**config.mk**
```make
export PLATFORM = sky130hd
export DESIGN_NAME = forb_rem_serial
export DESIGN_NICKNAME = d
export VERILOG_FILES = /design/src/hw/rtl/forb_pkg.sv /design/src/hw/rtl/forb_rem_serial.sv
export SDC_FILE = /design/constraint.sdc
export NUM_CORES = 1
export LEC_CHECK = 0
export ABC_CLOCK_PERIOD_IN_PS = 3700
export BUFFER_PORTS_ARGS = -buffer_cell sky130_fd_sc_hd__buf_4
export CAP_MARGIN = 20
export CORE_ASPECT_RATIO = 1.75
export CORE_MARGIN = 2
export CORE_UTILIZATION = 55
export CTS_CLUSTER_DIAMETER = 30
export DETAILED_ROUTE_END_ITERATION = 6
export PLACE_DENSITY = 0.79
export SLEW_MARGIN = 0
export SYNTH_ARGS = -nofsm -noshare
export SYNTH_HDL_FRONTEND = slang
export SYNTH_SLANG_ARGS = --single-unit
```
**constraint.sdc**
```tcl
create_clock -name clk -period 3.7 [get_ports clk]
set_clock_uncertainty 0.1 [all_clocks]
set_input_delay 0.555 -clock clk [delete_from_list [all_inputs] [get_ports clk]]
set_output_delay 0.555 -clock clk [all_outputs]
set_load 0.01 [all_outputs]
```
**src/hw/rtl/forb_pkg.sv**
```systemverilog
`default_nettype none

package forb_pkg;

    localparam int unsigned COORD_W   = 64;
    localparam int unsigned WIDE_W    = COORD_W + 1;
    localparam int unsigned RENDER_W  = 32;
    localparam int unsigned GRID_W    = 48;
    localparam int unsigned COOL_W    = 16;
    localparam int unsigned EPOCH_W   = 32;
    localparam int unsigned FRAMES_W  = 32;
    localparam int unsigned OP_W      = 3;
    localparam int unsigned CFG_IDX_W = 2;
    localparam int unsigned AXES      = 3;

    localparam int unsigned DIV_STEPS = COORD_W;
    localparam int unsigned DIV_CNT_W = $clog2(DIV_STEPS);

    localparam logic [OP_W-1:0] OP_TICK        = 3'd0;
    localparam logic [OP_W-1:0] OP_SET_CAMERA  = 3'd1;
    localparam logic [OP_W-1:0] OP_FORCE_SHIFT = 3'd2;
    localparam logic [OP_W-1:0] OP_TO_RENDER   = 3'd3;
    localparam logic [OP_W-1:0] OP_TO_WORLD    = 3'd4;

    localparam logic [CFG_IDX_W-1:0] CFG_GRID_SIZE       = 2'd0;
    localparam logic [CFG_IDX_W-1:0] CFG_SHIFT_THRESHOLD = 2'd1;
    localparam logic [CFG_IDX_W-1:0] CFG_COOLDOWN        = 2'd2;

    localparam logic [GRID_W-1:0] GRID_RESET   = 48'd67108864;
    localparam logic [GRID_W-1:0] THRESH_RESET = 48'd33554432;
    localparam logic [COOL_W-1:0] COOL_RESET   = 16'd60;

    localparam logic [COORD_W-1:0] COORD_MIN = {1'b1, {(COORD_W-1){1'b0}}};
    localparam logic [COORD_W-1:0] COORD_MAX = {1'b0, {(COORD_W-1){1'b1}}};
    localparam logic [COORD_W-1:0] RENDER_MIN_EXT =
        {{(COORD_W-RENDER_W+1){1'b1}}, {(RENDER_W-1){1'b0}}};
    localparam logic [COORD_W-1:0] RENDER_MAX_EXT =
        {{(COORD_W-RENDER_W+1){1'b0}}, {(RENDER_W-1){1'b1}}};

    typedef logic [COORD_W-1:0] coord_t;
    typedef logic [WIDE_W-1:0]  wide_t;

    typedef struct packed {
        logic busy;
        logic done;
    } forb_div_stat_t;

endpackage

`default_nettype wire

```
**src/hw/rtl/forb_rem_serial.sv**
```systemverilog
`default_nettype none

module forb_rem_serial import forb_pkg::*; (
    input  wire logic              clk,
    input  wire logic              rst_n,
    input  wire logic              start,
    input  wire logic [COORD_W-1:0] value,
    input  wire logic [GRID_W-1:0] divisor,
    output forb_div_stat_t         stat,
    output logic [GRID_W-1:0]      floor_rem
);

    logic                 run_reg;
    logic                 adj_reg;
    logic                 done_reg;
    logic [DIV_CNT_W-1:0] cnt_reg;
    logic [COORD_W-1:0]   num_reg;
    logic [GRID_W-1:0]    rem_reg;
    logic                 neg_reg;
    logic [GRID_W-1:0]    floor_rem_reg;

    logic [GRID_W:0]      trial;
    logic [GRID_W+1:0]    trial_diff;
    logic [GRID_W-1:0]    rem_next;

    // one quotient bit a cycle, only the remainder is kept
    always_comb
    begin
        trial      = {rem_reg, num_reg[COORD_W-1]};
        trial_diff = {1'b0, trial} - {2'b00, divisor};
        rem_next   = trial_diff[GRID_W+1] ? trial[GRID_W-1:0] : trial_diff[GRID_W-1:0];
    end

    always_ff @(posedge clk or negedge rst_n)
    begin
        if (!rst_n)
        begin
            run_reg  <= 1'b0;
            adj_reg  <= 1'b0;
            done_reg <= 1'b0;
            cnt_reg  <= '0;
        end
        else
        begin
            done_reg <= adj_reg;
            adj_reg  <= run_reg && !start && (cnt_reg == DIV_CNT_W'(DIV_STEPS - 1));
            if (start)
            begin
                run_reg <= 1'b1;
                cnt_reg <= '0;
            end
            else if (run_reg)
            begin
                cnt_reg <= cnt_reg + 1'b1;
                if (cnt_reg == DIV_CNT_W'(DIV_STEPS - 1))
                begin
                    run_reg <= 1'b0;
                end
            end
        end
    end

    always_ff @(posedge clk)
    begin
        if (start)
        begin
            // divide the magnitude, negative values are floored afterwards
            num_reg <= value[COORD_W-1] ? (COORD_W'(0) - value) : value;
            neg_reg <= value[COORD_W-1];
            rem_reg <= '0;
        end
        else if (run_reg)
        begin
            num_reg <= {num_reg[COORD_W-2:0], 1'b0};
            rem_reg <= rem_next;
        end
        if (adj_reg)
        begin
            floor_rem_reg <= (neg_reg && (rem_reg != '0)) ? (divisor - rem_reg) : rem_reg;
        end
    end

    assign stat.busy = run_reg | adj_reg;
    assign stat.done = done_reg;
    assign floor_rem = floor_rem_reg;

endmodule

`default_nettype wire

```
After elaboration in Yosys (flattened, before gate mapping)
Index checks and enable logic that the tools add are counted.

storage, ports and cells
  register bits after elaboration = 170
  input bits = 115
  output and inout port bits = 50

cells by class
  add/sub/neg operators = 4
  equal/unequal tests = 1
  mux-type cells = 10
  bitwise gates (word level) = 1
  reductions and logical operators = 6

operators by type and width
  kind                                                                  number
  64-bit two-way mux                                                    3
  48-bit two-way mux                                                    2
  1-bit by 64-bit subtractor with 64-bit output (first input constant)  1
  49-bit by 48-bit subtractor with 50-bit output                        1
  48-bit nonzero test                                                   1
  48-bit subtractor                                                     1
  6-bit two-way mux                                                     2
  6-bit by 1-bit adder with 6-bit output (second input constant)        1
  6-bit equality test (second input constant)                           1
  1-bit logical AND                                                     3
  1-bit two-way mux                                                     3
  2-bit nonzero test                                                    1
  1-bit logical NOT                                                     1
  1-bit bitwise OR                                                      1

Depth between registers and ports, before layout
Gate-level depths: netlist (run 1).

  depth after elaboration = 4
  gate-level depth with buffers = 14

Worst setup path after synthesis (run 1)
Ideal clock, no wire load.

  path kind = input port to flip-flop
  start point = input divisor[0]
  end point = register rem_reg[32]
  setup time = 0.122 ns
  arrival = 3.425 ns
  required time = 3.478 ns
  setup slack = 0.054 ns
  stages = 12
  cell sequence = ha_1 inv_1 fa_1 a211oi_1 o21ai_0 a32oi_1 nor4_1 o31ai_1 or4b_2 o21ai_0 nor4_1 a221o_1

on the way
  word-level cells in the longest chain between the ends = 2

ends and longest elaborated chain
  what                                            line                   RTL
  start, declared                                 forb_rem_serial.sv:8   input wire logic [GRID_W-1:0] divisor,
  49-bit by 48-bit subtractor with 50-bit output  forb_rem_serial.sv:30  trial_diff = {1'b0, trial} - {2'b00, divisor};
  48-bit two-way mux                              forb_rem_serial.sv:31  rem_next = trial_diff[GRID_W+1] ? trial[GRID_W-1:0] : trial_diff[GRID_W-1:0];
  end signal, assigned                            forb_rem_serial.sv:75  rem_reg <= rem_next;
  end, declared                                   forb_rem_serial.sv:18  logic [GRID_W-1:0] rem_reg;

No other way between the ends.
A chain may end at the register's enable or synchronous reset.

Final worst setup path (run 1)
  start point = register num_reg[63]
  end point = register rem_reg[32]

on the way
  word-level cells in the longest chain between the ends = 2

ends and longest elaborated chain
  what                                            line                   RTL
  start, declared                                 forb_rem_serial.sv:17  logic [COORD_W-1:0] num_reg;
  start signal, assigned                          forb_rem_serial.sv:68  num_reg <= value[COORD_W-1] ? (COORD_W'(0) - value) : value;
  start signal, assigned                          forb_rem_serial.sv:74  num_reg <= {num_reg[COORD_W-2:0], 1'b0};
  49-bit by 48-bit subtractor with 50-bit output  forb_rem_serial.sv:30
  48-bit two-way mux                              forb_rem_serial.sv:31

No other way between the ends.

==> results.md, run 1 <==
- Drt drc: 0
- Crit start category: flip-flop
- CTS tree: yes
- Actual slew at the worst max-slew pin: 0.924 ns
- CTS sink cnt: 170
- Nets: 2229
- Post-layout min period: 3.56 ns
- Area leader, netlist: edfxtp_1
- Core box area: 0.0253 mm2
- Crit Path Max Fanout: 3
- Via density: 6.07
- DRT antenna net count: 0
- Initial drt markers: 869
- Syn Nets: 1964
- Max VDD drop: 0.676 mV
- Wire per inst: 18.2 um
- Arrival time of the worst setup path: 3.80 ns
- Cts bufs inserted: 17
- Reg2reg path depth: 14
- Initial antenna violation count: 0
- Overflow after GRT: 0
- Final-report hold violation count: 0
- First-pass GRT wire length: 68000 um
- Cell count after synthesis: 1750
- Dpl hpwl: 33400 um
- Area share of the largest cell type after synthesis: 23.9%
- Die ar.: 0.0272 mm2
- EDFF count, synth: 113
- Synth top area cells: edfxtp_1 24%, ha_1 8.5%, dfxtp_1 6.8%
- Clock buffer depth: 2
- Sequential area share after synthesis: 32.2%
- Tcrit/Tclk final: 96.2%
- Pin count of the biggest net entering global routing: 169
- WP data required: 3.94 ns
- Final Max Tran Viols: 0
- R2R setup slack: 0.14 ns
- Count of unique library cells instantiated by Yosys: 80
- Cell row count: 77
- Synthesized area: 0.0142 mm2
- First-pass iteration count of the detailed router: 5
- Worst-path clk slew: 0.07 ns
- Max Cap Violations: 0
- Largest register FFs: 64
- Worst-Skew Late Latency: 0.46 ns
- Antenna cells: 0
- Async set-or-reset flop fraction in the synthesized netlist: 5.29%
- Hold Path Class: in -> reg
- Seq cells post-synth: 170
- IO Pins: 165
- Synth warnings: 0
- CTS Root Buffer Type: clkbuf_16
- Outcome: completed
- Number of global-route vias before repair: 14291
- Mapped Avg Cell Area: 8.11 um2
- Gr usage total: 30.9%
- Die Wd: 125 um
- Final setup fails: 0
- CP startpoint: num_reg[63]
- FMAX: 0.281 GHz
- H-tree levels: 4
- Relative slew slack: 38.2%
- Power density cells: 695 mW/mm2
- Leak: 7.37 nW
- Worst reg2reg endpoint: rem_reg[32]
- Die Y-Extent: 217 um
- Sum Neg Setup Slack: 0 ns
- Ys flop type: edfxtp_1
- Setup crit end kind: flip-flop
- Area Growth Syn to Fin: 22.9%
- GPL Wtd Cong: 0.941
- Initial Util: 56.0%
- CP Class: reg -> reg
- Setup crit end: rem_reg[32]
- Reg-to-reg startpoint: num_reg[63]
- Via count: 14234
- DRT Wirelength: 42600 um
- Number of port buffers: 164
- Share of cells above drive strength 1: 20.1%
- Hold WS: 0.319 ns
cell type report:
| class | count | area [um2] |
|---|---|---|
| tap | 316 | 395 |
| clock buffer | 22 | 475 |
| multi-input combinational | 1371 | 8870 |
| fill | 2152 | 7880 |
| sequential | 170 | 4580 |
| inverter | 119 | 447 |
| timing repair buffer | 336 | 2600 |
| clock inverter | 10 | 82.6 |
worst max-delay path, stage by stage (launching register included):
cell,delay (ns)
edfxtp_1,0.36
inv_1,0.08
ha_1,0.17
inv_1,0.06
fa_2,0.37
a211oi_1,0.24
buf_4,0.16
o21ai_1,0.14
a32oi_2,0.25
nor4_1,0.10
o31ai_1,0.35
or4b_2,0.61
o21ai_0,0.10
nor4_1,0.09
a221o_1,0.27
report_power, final:
part	internal [W]	switching, W	total [W]
sequential	0.00259	0.000296	0.00288
combinational	0.00307	0.00441	0.00748
clock	0.000930	0.000834	0.00176
total	0.00659	0.00554	0.0121
layout by cell type, fill, tap and decap left out, types with 21 or more instances in the layout:
cell type  netlist  final
a21o_1          47     47
a21oi_1        167    167
a311oi_1        36     35
buf_4            1    329
dfxtp_1         48     47
edfxtp_1       113    113
ha_1            97     97
inv_1          118    118
nand2_1        208    208
nand2b_1        21     21
nand3_1         23     23
nand4_1         29     29
nor2_1         170    170
nor3_1          24     24
o21ai_0        124    123
o31ai_1         29     28
xnor2_1         49     49
xor2_1          98     98
how the worst min path moves through the flow:
| stage | endpoint | startpoint | cells after the start | slack (ns) |
|---|---|---|---|---|
| 3_5_place_dp | done_reg | rst_n | 1 | 0.28 |
| 4_1_cts | num_reg[0] | value[0] | 2 | 0.30 |
| 5_1_grt | num_reg[0] | value[0] | 2 | 0.31 |
| 3_3_place_gp | done_reg | rst_n | 1 | 0.28 |
| 6_report | num_reg[0] | value[0] | 2 | 0.32 |
| 2_1_floorplan | adj_reg | rst_n | 0 | 0.16 |
logic make-up after synthesis:
| kind of cell | after synthesis | share of synthesized area, % |
|---|---|---|
| AOI/OAI and AO/OA | 536 | 24.3 |
| and+or+nand+nor | 574 | 18.8 |
| xor gates and xnor gates | 147 | 9.07 |
| buffers and inverters | 209 | 5.63 |
| adders and majority gates | 99 | 8.83 |
| muxes | 15 | 1.11 |
| DFF | 170 | 32.2 |
through the flow:
step	setup WS (ns)	cell area, um2	instances	total power [W]	utilization, %
2_1_floorplan	0.0535	14200	1750	0.00748	-
3_3_place_gp	-0.152	16900	2310	0.0101	66.5
3_5_place_dp	-0.197	16900	2310	0.0102	66.5
4_1_cts	0.0209	17400	2343	0.0120	68.8
5_1_grt	-0.0318	17500	2344	0.0129	68.9
6_report	0.140	17500	2344	0.0121	68.9
synth_stat cells (23+ instances only):
| library cell | number |
|---|---|
| inv_1 | 118 |
| ha_1 | 97 |
| nand2_1 | 208 |
| xnor2_1 | 49 |
| xor2_1 | 98 |
| nor3_1 | 24 |
| nand3_1 | 23 |
| o31ai_1 | 29 |
| a311oi_1 | 36 |
| a21oi_1 | 167 |
| o21ai_0 | 124 |
| dfxtp_1 | 48 |
| nand4_1 | 29 |
| edfxtp_1 | 113 |
| a21o_1 | 47 |
| clkbuf_1 | 78 |
| nor2_1 | 170 |
routing by layer:
layer  vias up  share of wire (%)  GRT usage (%)
met4         0                7.3           22.3
met5         -                  0              0
met2       549                 52           57.2
met1      6621                 36           30.9
li1       6875                  -              -
met3       189                4.7           4.94
repair_timing:
action | in CTS | in global routing
gates resized for setup | 0 | 8
gates cloned | 0 | 0
hold endpoints to repair | 9 | 0
pin swaps | 2 | 2
hold buffers | 1 | 0
setup endpoints to repair | 1 | 42
buffers inserted | 0 | 1
Power figures use the tool's default switching activity.
==> run 2: changes to the inputs <==
- ABC_AREA: unset -> 1
- CORE_UTILIZATION: 55 -> 56
==> results.md, run 2 <==
- Area Growth Syn to Fin: 13.0%
- Hold Path Class: in -> reg
- Post-layout min period: 3.60 ns (+0.0417 ns)
- Cts bufs inserted: 17 (unchanged)
- Synth top area cells: nand2_1 23%, edfxtp_1 20%, inv_1 11%
- Outcome: completed
- DRT Wirelength: 69600 um (+63%)
- Largest register FFs: 64 (unchanged)
- Cell count after synthesis: 2948 (+68%)
- Actual slew at the worst max-slew pin: 0.852 ns (-0.0721 ns)
- Initial drt markers: 1707 (+96%)
- Max Cap Violations: 0 (unchanged)
- Wire per inst: 19.9 um (+9.2%)
- CTS tree: yes
- Max VDD drop: 0.407 mV (-40%)
- Final Max Tran Viols: 0 (unchanged)
- IO Pins: 165 (unchanged)
- EDFF count, synth: 113 (unchanged)
- HP Start: value[0]
- Most frequent cell after synthesis: nand2_1
- Drt drc: 0 (unchanged)
- Crit start category: flip-flop
- Pin count of the biggest net entering global routing: 76 (-55%)
- Power, Total: 0.0107 W (-12%)
- Power density cells: 544 mW/mm2 (-22%)
- Share of cells above drive strength 1: 8.16% (-12 points)
- RSZ-0062 raised after global routing: no
- R2R setup slack: 0.1 ns (-0.04 ns)
- Fill cells: 3008 (+40%)
- Area share of the largest cell type after synthesis: 23.3% (-0.55 points)
- Ys flop type: edfxtp_1
- Setup crit end kind: flip-flop
- Most frequent cells after synthesis: 1082 x nand2_1, 511 x inv_1, 288 x nor2_1
- Reg2reg path depth: 13 (-1)
- Leak: 10.4 nW (+41%)
- Placement Setup Slack: 0.224 ns (+0.421 ns)
- Clock buffer depth: 2 (unchanged)
- GPL Wtd Cong: 1.03 (+9.9%)
- Worst-path clk slew: 0.07 ns (about the same)
- Tcrit/Tclk final: 97.3% (+1.1 points)
- Final Worst Setup Slack: 0.0985 ns (-0.0417 ns)
- Most common cell after layout, fill and taps aside: nand2_1
- Nets: 3314 (+49%)
- Seq cells post-synth: 170 (unchanged)
- Register Area: 0.00458 mm2 (about the same)
- Cell row count: 85 (+10%)
- Reg-to-reg startpoint: rem_reg[25]
- Placed Area: 0.0191 mm2 (+13%)
- Syn Nets: 3162 (+61%)
- Initial antenna violation count: 2 (+2)
- Mapped Avg Cell Area: 5.90 um2 (-27%)
- Overflow after GRT: 0 (unchanged)
- Area leader, netlist: nand2_1
- Dpl hpwl: 56000 um (+68%)
- Die Wd: 137 um (+9.4%)
- Sequential area share after synthesis: 26.3% (-5.9 points)
- Multi-input gate area: 0.0106 mm2 (+20%)
- H-tree levels: 4 (unchanged)
- Via count: 20111 (+41%)
- CTS Root Buffer Type: clkbuf_16
- Worst reg2reg endpoint: floor_rem[35]
- Via density: 5.74 (-5.5%)
- Sum Neg Setup Slack: 0 ns (unchanged)
- CP Class: reg -> reg
- DRT antenna net count: 0 (unchanged)
- WP data required: 3.82 ns (-0.12 ns)
- Final-report hold violation count: 0 (unchanged)
- Most frequent cells in the layout: 1082 x nand2_1, 510 x inv_1, 285 x nor2_1
- Die ar.: 0.0325 mm2 (+20%)
- Arrival time of the worst setup path: 3.72 ns (-0.08 ns)
- Final Cell Area: 0.0197 mm2 (+13%)
- Core box area: 0.0307 mm2 (+21%)
- Die Y-Extent: 237 um (+9.5%)
- Crit Path Max Fanout: 5 (+2)
- CTS sink cnt: 170 (unchanged)
- Gr usage total: 43.4% (+12 points)
- First-pass iteration count of the detailed router: 5 (unchanged)
- Synthesized area: 0.0174 mm2 (+23%)
- Relative slew slack: 42.6% (+4.4 points)
- FMAX: 0.278 GHz (-1.2%)
- First-pass GRT wire length: 106000 um (+56%)
- Setup crit end: floor_rem[35]
- Number of global-route vias before repair: 19923 (+39%)
- Synth warnings: 0 (unchanged)
- Count of unique library cells instantiated by Yosys: 45 (-44%)
- Async set-or-reset flop fraction in the synthesized netlist: 5.29% (unchanged)
- CP startpoint: rem_reg[25]
- Number of port buffers: 164 (unchanged)
- Final setup fails: 0 (unchanged)
- Worst-Skew Late Latency: 0.47 ns (about the same)
- Initial Util: 56.6% (+0.56 points)
## run 2: cell count changes in the layout (fill, tap and decap cells not counted), sizes merged, moves of 23 or more
cell,delta
a21o,-46
nor2,+121
nand4,+23
o31ai,-31
buf,-144
a311oi,-36
nand2,+877
a21oi,-60
nand3,+226
xor2,-72
inv,+397
## run 2: per-stage QoR
stage	cells	hold WS [ns]	util, %
2_1_floorplan	2948	0.159	-
3_3_place_gp	3470	0.278	62.1
3_5_place_dp	3470	0.278	62.1
4_1_cts	3503	0.268	63.9
5_1_grt	3504	0.289	63.9
6_report	3506	0.273	64.0
## run 2: kinds of logic after synthesis
family,after synthesis,share of synthesized area (%)
AO/OA/AOI/OAI,281,8.54
XOR/XNOR,66,3.32
adder cells (fa/ha/maj),99,7.21
buffers and inverters,572,12.7
flip-flops,170,26.3
AND/OR/NAND/NOR,1760,42.0
## run 2: critical path: stages, from the launching register on
cell,delay [ns]
dfxtp_1,0.43
inv_1,0.13
ha_1,0.37
nand2_1,0.12
inv_1,0.07
nand2_1,0.15
nor2_1,0.25
inv_1,0.26
nor2_2,0.53
nand3_1,0.49
nand3_1,0.23
nand2_1,0.07
nand3_1,0.08
nand2_1,0.06
## run 2: report_power, final
group,switching (W),internal (W)
clock network,0.000885,0.000872
logic,0.00423,0.00205
registers,0.000289,0.00238
## run 2: cell type report
type,instances,area share (%)
clock inverter,15,0.573
inverter,513,9.80
antenna,2,0.0255
tap,391,2.49
timing repair buffer,192,7.54
clock buffer,17,2.16
sequential,170,23.3
multi-input combinational,2206,54.1
## run 2: worst min path at each step
stage	to	slack (ns)	cells past startpoint
global placement	done_reg	0.28	1
CTS	num_reg[0]	0.27	3
floorplan	adj_reg	0.16	0
global route	num_reg[0]	0.29	3
detailed placement	cnt_reg[2]	0.28	1
finish	num_reg[0]	0.27	3
## run 2: repair_timing
action,CTS,global route
buffers inserted,0,0
hold buffers,1,0
endpoints found under the hold margin,9,0
endpoints found under the setup margin,0,1
resized for setup,0,1
## run 2: layer usage
metal / track usage [%] / part of all wire, % / vias up
met3: 9.72 / 7.4 / 367
met5: 0 / 0 / -
met1: 41.2 / 32 / 9079
met2: 73.5 / 49 / 1051
li1: - / - / 9614
met4: 43.8 / 12 / 0
==> run 3: changes to the inputs <==
- CORE_ASPECT_RATIO: 1.75 -> 1.5
==> results.md, run 3 (synthesis results as in run 2) <==
- Reg2reg path depth: 13 (unchanged)
- First-pass iteration count of the detailed router: 6 (+1)
- Worst-path clk slew: 0.07 ns (about the same)
- Top delay family on crit path: simple AND/OR/NAND/NOR gates
- Die Y-Extent: 220 um (-7.3%)
- Comb pwr share: 58.1% (-0.5 points)
- Buf+Inv Stages, Crit Path: 1 (-2)
- Area Growth Syn to Fin: 12.9%
- Util after Layout: 63.7% (-0.28 points)
- Share of cells above drive strength 1: 7.76% (-0.40 points)
- RSZ-0062 raised after global routing: no
- Clk pwr share: 16.7% (+0.3 points)
- Die ar.: 0.0325 mm2 (about the same)
- Sw Ratio: 49.4% (-1.1 points)
- Most frequent CP cell: nand2_1
- Dpl hpwl: 52900 um (-5.5%)
- Power, Total: 0.0106 W (-0.70%)
- Internal: 0.00538 W (+1.6%)
- FMAX: 0.320 GHz (+15%)
- Tcrit/Tclk final: 84.6% (-13 points)
- Initial antenna violation count: 0 (-2)
- Arrival time of the worst setup path: 3.24 ns (-0.48 ns)
- Cell row count: 79 (-7.1%)
- Crit-path slowest cell: fa_1
- Crit Path Max Fanout: 5 (unchanged)
- Overflow after GRT: 0 (unchanged)
- Cells along the critical path: ha_1 -> inv_1 -> fa_1 -> nand3_1 -> nand2_1 -> nand2_1 -> nand2_1 -> nand2_1 -> nand2_1 -> nand2_1 -> nand4_1 -> nand3_1 -> nand2_1
- Worst-Skew Late Latency: 0.47 ns (about the same)
- Core box area: 0.0308 mm2 (+0.34%)
- H-tree levels: 4 (unchanged)
- GPL Wtd Cong: 1.10 (+6.0%)
- Hold Path Class: in -> reg
- Relative slew slack: 51.8% (+9.2 points)
- Max VDD drop: 0.406 mV (-0.23%)
- Number of port buffers: 164 (unchanged)
- First-pass GRT wire length: 98500 um (-6.8%)
- Post-layout min period: 3.13 ns (-0.473 ns)
- CTS tree: yes
- Most common cell after layout, fill and taps aside: nand2_1
- Initial drt markers: 1385 (-19%)
- CP Depth: 13 (unchanged)
- Clock buffer depth: 2 (unchanged)
- WP data required: 3.81 ns (about the same)
- Most frequent cells in the layout: 1082 x nand2_1, 510 x inv_1, 286 x nor2_1
- Setup crit end kind: flip-flop
- Antenna cells: 0 (-2)
- Sum Neg Setup Slack: 0 ns (unchanged)
- Pin count of the biggest net entering global routing: 84 (+11%)
- Nets: 3306 (-0.24%)
- IO Pins: 165 (unchanged)
- Actual slew at the worst max-slew pin: 0.723 ns (-0.128 ns)
- WHS Path Cells: 3 (unchanged)
- Initial Util: 56.4% (-0.19 points)
- Outcome: completed
- Die Wd: 148 um (+7.8%)
- Final Max Tran Viols: 0 (unchanged)
- Largest register FFs: 64 (unchanged)
- Reg power frac: 25.1% (+0.2 points)
- Via density: 5.58 (-2.7%)
- Final-report hold violation count: 0 (unchanged)
- Power density cells: 541 mW/mm2 (-0.59%)
- DRT Wirelength: 64000 um (-8.1%)
- Crit start category: flip-flop
- Cts bufs inserted: 17 (unchanged)
- Leak: 10.3 nW (-0.50%)
- CP Class: reg -> reg
- Drt drc: 0 (unchanged)
- DRT antenna net count: 0 (unchanged)
- Final setup fails: 0 (unchanged)
- Max Cap Violations: 0 (unchanged)
- Number of global-route vias before repair: 18982 (-4.7%)
- Sw power: 0.00524 W (-2.9%)
- CTS Root Buffer Type: clkbuf_16
- Gr usage total: 39.4% (-3.9 points)
- Worst path max stage delay: 0.56 ns (+0.03 ns)
- Post-CTS Resized: 0 (unchanged)
- CTS sink cnt: 170 (unchanged)
- Wire per inst: 18.2 um (-8.2%)
- Via count: 19589 (-2.6%)
==> run 3: through the flow <==
stage               std cells  cell area (um2)  hold slack, ns  setup slack, ns
floorplan                2948            17400           0.159            0.191
global placement         3476            19100           0.279            0.476
detailed placement       3476            19100           0.282            0.437
CTS                      3509            19600           0.258            0.659
global route             3510            19600           0.273            0.461
finish                   3510            19600           0.265            0.571
==> run 3: layout make-up <==
| type | count | area, um2 |
|---|---|---|
| Clock buffer | 19 | 433 |
| Clock inverter | 13 | 121 |
| Fill cell | 3085 | 11200 |
| Inverter | 513 | 1930 |
| Multi-Input combinational cell | 2206 | 10600 |
| Sequential cell | 170 | 4580 |
| Tap cell | 405 | 507 |
| Timing Repair Buffer | 184 | 1430 |
==> run 3: worst min-delay path: cells and delay by family <==
| family | cells | cell delay [ns] |
|---|---|---|
| simple gates | 1 | 0.04 |
| buf+inv | 2 | 0.13 |
==> run 3: metal layers <==
layer	GRT usage, %	vias to the layer above	part of all wire [%]
met1	41.2	8807	35
li1	-	9587	-
met5	0	-	0
met2	71.0	943	49
met3	4.45	252	6.1
met4	32.0	0	9.4
==> run 3: final timing paths <==
path,from,slack (ns),end
worst max-delay path,rem_reg[0],0.57,floor_rem[42]
max in group asynchronous,rst_n,3.00,adj_reg
worst min register to register,cnt_reg[3],0.39,cnt_reg[3]
worst min-delay path,value[0],0.27,num_reg[0]
worst max register to register,rem_reg[0],0.57,floor_rem[42]
min in group asynchronous,rst_n,0.36,cnt_reg[3]
==> run 3: power groups by stage <==
stage / Combinational, W / Clock [W] / Sequential (W)
3_5_place_dp: 0.00601 / 0 / 0.00269
4_1_cts: 0.00604 / 0.00177 / 0.00265
5_1_grt: 0.00691 / 0.00183 / 0.00269
6_report: 0.00617 / 0.00178 / 0.00267
2_1_floorplan: 0.00440 / 0 / 0.00257
3_3_place_gp: 0.00590 / 0 / 0.00268
==> run 3: what timing repair did <==
item	4_1_cts	5_1_grt
endpoints found under the hold margin	9	0
setup buffers	0	0
hold buffers	1	0
